## src/hw/rtl/lzwce_pkg.sv

```systemverilog
// shared types and constants of the lz window copy expander
`default_nettype none

package lzwce_pkg;

    localparam int TOKEN_W  = 9;
    localparam int DIST_W   = 13;
    localparam int BYTE_W   = 8;
    localparam int LANES    = 4;
    localparam int POS_W    = 2;
    localparam int COUNT_W  = 3;
    localparam int LEN_W    = 9;

    localparam logic [TOKEN_W-1:0] TOKEN_LIT_MAX = 9'd255;
    localparam logic [TOKEN_W-1:0] TOKEN_END     = 9'h1FE;
    localparam logic [TOKEN_W-1:0] RUN_BIAS      = 9'd253;
    localparam logic [POS_W-1:0]   POS_LAST_LANE = 2'd3;

    typedef struct packed {
        logic [TOKEN_W-1:0] token;
        logic [DIST_W-1:0]  distance;
    } t_in;

    typedef struct packed {
        logic [BYTE_W-1:0]  byte0;
        logic [BYTE_W-1:0]  byte1;
        logic [BYTE_W-1:0]  byte2;
        logic [BYTE_W-1:0]  byte3;
        logic [COUNT_W-1:0] byte_count;
        logic               last_beat;
        logic               stream_end;
    } t_out;

    // one copied byte arriving from the window read
    typedef struct packed {
        logic             vld;
        logic [POS_W-1:0] pos;
        logic             last;
    } t_arr;

    // a complete single-beat result (literal or end marker)
    typedef struct packed {
        logic vld;
        t_out beat;
    } t_direct;

endpackage

`default_nettype wire

```

## src/hw/rtl/lzwce_beat_packer.sv

```systemverilog
// gathers copied bytes into four-byte beats and holds the output register
`default_nettype none

module lzwce_beat_packer
    import lzwce_pkg::*;
(
    input  wire logic              i_clk,
    input  wire logic              i_rst_n,
    input  wire t_arr              i_arr,
    input  wire logic [BYTE_W-1:0] i_byte,
    input  wire t_direct           i_direct,
    output logic                   o_out_valid,
    input  wire logic              i_out_ready,
    output t_out                   o_out_data
);

    logic [BYTE_W-1:0] r_col [LANES];
    logic              r_out_valid;
    t_out              r_out;
    logic [BYTE_W-1:0] lane [LANES];
    logic              done;
    t_out              run_beat;

    assign done = i_arr.vld && ((i_arr.pos == POS_LAST_LANE) || i_arr.last);

    always_comb begin
        for (int i = 0; i < LANES; i++) begin
            if (POS_W'(i) == i_arr.pos) begin
                lane[i] = i_byte;
            end else if (POS_W'(i) < i_arr.pos) begin
                lane[i] = r_col[i];
            end else begin
                lane[i] = '0;
            end
        end
        run_beat.byte0      = lane[0];
        run_beat.byte1      = lane[1];
        run_beat.byte2      = lane[2];
        run_beat.byte3      = lane[3];
        run_beat.byte_count = COUNT_W'(i_arr.pos) + COUNT_W'(1);
        run_beat.last_beat  = i_arr.last;
        run_beat.stream_end = 1'b0;
    end

    always_ff @(posedge i_clk) begin
        if (i_arr.vld) begin
            r_col[i_arr.pos] <= i_byte;
        end
        if (done) begin
            r_out <= run_beat;
        end else if (i_direct.vld) begin
            r_out <= i_direct.beat;
        end
    end

    always_ff @(posedge i_clk) begin
        if (!i_rst_n) begin
            r_out_valid <= 1'b0;
        end else if (done || i_direct.vld) begin
            r_out_valid <= 1'b1;
        end else if (i_out_ready) begin
            r_out_valid <= 1'b0;
        end
    end

    assign o_out_valid = r_out_valid;
    assign o_out_data  = r_out;

endmodule

`default_nettype wire

```

## config.mk

```make
export PLATFORM = sky130hd
export DESIGN_NAME = lzwce_beat_packer
export DESIGN_NICKNAME = d
export VERILOG_FILES = /design/src/hw/rtl/lzwce_pkg.sv /design/src/hw/rtl/lzwce_beat_packer.sv
export SDC_FILE = /design/constraint.sdc
export NUM_CORES = 1
export LEC_CHECK = 0
export BUFFER_PORTS_ARGS = -buffer_cell sky130_fd_sc_hd__buf_2
export CAP_MARGIN = 40
export CORE_MARGIN = 2
export CORE_UTILIZATION = 50
export DETAILED_ROUTE_END_ITERATION = 10
export GPL_TIMING_DRIVEN = 0
export PLACE_DENSITY = 0.81
export SLEW_MARGIN = 20
export SYNTH_ARGS = -nofsm -noshare
export SYNTH_HDL_FRONTEND = slang
export SYNTH_SLANG_ARGS = --single-unit
```

## constraint.sdc

```tcl
create_clock -name i_clk -period 2.2 [get_ports i_clk]
set_input_delay 0.11 -clock i_clk [delete_from_list [all_inputs] [get_ports i_clk]]
set_output_delay 0.11 -clock i_clk [all_outputs]
set_load 0.005 [all_outputs]
```

==> run metrics <==
DR vias=1990; fmax=679.7 MHz; core footprint=0.005140 mm²; Crit-path slowest cell=nand2b_2; TritonRoute pass-1 iters=5; critical path's largest stage delay=0.41 ns; global-route usage over all layers=0.2165; Clock Latency Late Sink=0.34 ns; Non-Filler Instances=370; initial core utilization=0.5197; RSZ-0062 raised after global routing=no; TNS Setup=0 ns; ys flop type=edfxtp_1; chip width=77.10 µm; Min-Delay Path Depth=2; Post-synth EDFFs=60; Core Util, Final=0.6801; critical path cell sequence=buf_2 -> ha_1 -> o21ai_2 -> buf_6 -> nand2b_2 -> buf_16; crit path time final=1.471 ns; share of synthesized registers carrying an async set or reset=0; Crit Reg-Reg Endpoint=o_out_data[13]; post-synthesis adder-cell area fraction=0.01874; crit-path max FO=21; Clock transition at path regs=0.08 ns; syn avg cell area=13.91 µm²; Ys Warns=0; final setup fails=0; Worst Hold Path EP=o_out_data[4]; wire length per cell=16.46 µm; hold path start=i_direct[4]; largest net degree at the start of global routing=22; status=completed; PostCTS Resize Cnt=0; maximum vdd drop=0.4690 mV; clock root buffer=clkbuf_8; die span in y=77.10 µm; IO Pins=91; Pleak=1.481 nW; fraction of layout cells with a size suffix above 1=0.3967; final setup margin=0.7288 ns; Final Max Slew Viols=0; initial antenna violation count=0; vias in the first global route=1809; Detailed Route Iter0 Violations=211; post-synthesis sequential area ratio=0.6895; Placed Cells=353; grt ovf=0; Least-Margin Pin Slew=0.5574 ns; row cnt=26; Fin. Hold Viols=0; Post-Synth Simple-Gate Area=0.1049; Worst EP required=2.24 ns; # DRC=0; Vias per Instance=5.378; Inserted Clock Buffers=9; clock sink count=62; post-synthesis mux area share=0.03419; TritonCTS clock tree=yes; Setup Buffers After CTS=0; main combinational cell family by area after synthesis=compound AO/OA/AOI/OAI gates; complex-gate fraction of the synthesized area=0.1204; Netlist cell types=24; DRT antenna net count=0; Post-Synth XOR/XNOR Area=0; global-route wire length before repair=9432 µm; crit end category=flip-flop; Register-to-Register Path Depth=3; clk buf depth=2; routability cong.=0.8677; Seq cells post-synth=62; CP startpoint kind=primary input; dpl hpwl=4377 µm; Ant. Diodes=0; pre-CTS WS=0.3963 ns; commonest non-fill, non-tap cell in the layout=buf_2; die footprint=0.005944 mm²; part of the cycle the worst path needs=0.6687; CTS H-tree depth=3; Post-CTS Hold Buffers=1; area of the mapped netlist=0.002671 mm²; hold crit path type=primary input to flip-flop; PD cells=850.0 mW/mm²; Slew headroom=0.6284; Synth Net Count=249; area delta synth->final=30.87%; post-synthesis cell count=192; worst clock skew=0.007870 ns; kind of critical path=primary input to flip-flop; most frequent cells in the layout=96 x buf_2, 60 x edfxtp_1, 27 x nand3_1, 26 x o21ai_0; maxcap violations=0; Total Routed Length=6089 µm; RR Startpoint=r_col[2][0]; crit path DAT=1.52 ns; fin nets=352; number of port buffers=90; R2R Setup Slk=1.11 ns; Fill cells=385
[cells by family after synthesis]
logic type,after synthesis
flops,62
fa+ha+maj,4
mux,9
buf+inv,17
compound gates,53
simple gates,47
[power by group]
group          total [mW]  switching, mW  internal (mW)
Sequential           1.43         0.0220           1.41
Clock                1.21          0.459          0.755
Combinational       0.330          0.179          0.151
Total                2.97          0.660           2.31
[worst max-delay path by stage]
stage | from | end | slack, ns | cells past startpoint
detailed placement | i_arr[2] | o_out_data[23] | 0.40 | 6
floorplan | i_arr[1] | o_out_data[10] | 0.36 | 4
finish | i_arr[1] | o_out_data[17] | 0.73 | 6
CTS | i_arr[2] | o_out_data[33] | 0.74 | 6
global placement | i_arr[2] | o_out_data[12] | -0.17 | 5
global route | i_arr[1] | o_out_data[15] | 0.65 | 6
[per-stage QoR]
stage / instance area (µm²) / hold slack (ns) / power, mW
4_1_cts: 3496 / 0.03230 / 2.974
5_1_grt: 3496 / 0.03960 / 3.067
3_3_place_gp: 3209 / 0.3099 / 1.762
6_report: 3496 / 0.03493 / 2.971
2_1_floorplan: 2671 / 0.2089 / 1.599
3_5_place_dp: 3239 / 0.3205 / 1.781
[cells in the mapped netlist, types with 2 or more instances]
master | n | area share
dfxtp_1 | 2 | 0.015
nand3_1 | 27 | 0.051
clkbuf_1 | 5 | 0.0070
nor2b_1 | 2 | 0.0047
a21oi_1 | 9 | 0.017
edfxtp_1 | 60 | 0.67
buf_6 | 2 | 0.0084
nand2_1 | 2 | 0.0028
a22o_1 | 8 | 0.026
buf_2 | 6 | 0.011
and2_1 | 5 | 0.012
ha_1 | 4 | 0.019
and3b_1 | 9 | 0.030
inv_1 | 3 | 0.0042
a22oi_1 | 7 | 0.020
o21ai_0 | 26 | 0.049
mux2i_1 | 8 | 0.030
[layout make-up]
type	count	area, µm²	area share
inverters	3	11.26	0.003221
well taps	70	87.58	0.02505
clock buffers	9	123.9	0.03543
repair buffers	92	488.0	0.1396
flip-flops and latches	62	1842	0.5268
plain buffers	14	75.07	0.02147
clock inverters	7	122.6	0.03508
multi-input cells	113	745.7	0.2133
[sequential cells by signal, indices dropped and copies added, names as in the netlist]
name,count
o_out_valid,1
r_col,24
o_out_data,37
[critical path: cells and delay by family]
family                     cells  cell delay [ns]
buffers and inverters          3             0.51
and+or+nand+nor                1             0.41
adders and majority gates      1             0.36
AOI/OAI and AO/OA              1             0.12
[per-layer routing]
metal,part of all wire,routed length [µm],GRT usage
met1,0.41,2510,0.2816
met2,0.48,2931,0.3193
met5,0,0,0
met4,0.021,127,0.1304
met3,0.085,519,0.06706
Power figures use the tool's default switching activity.
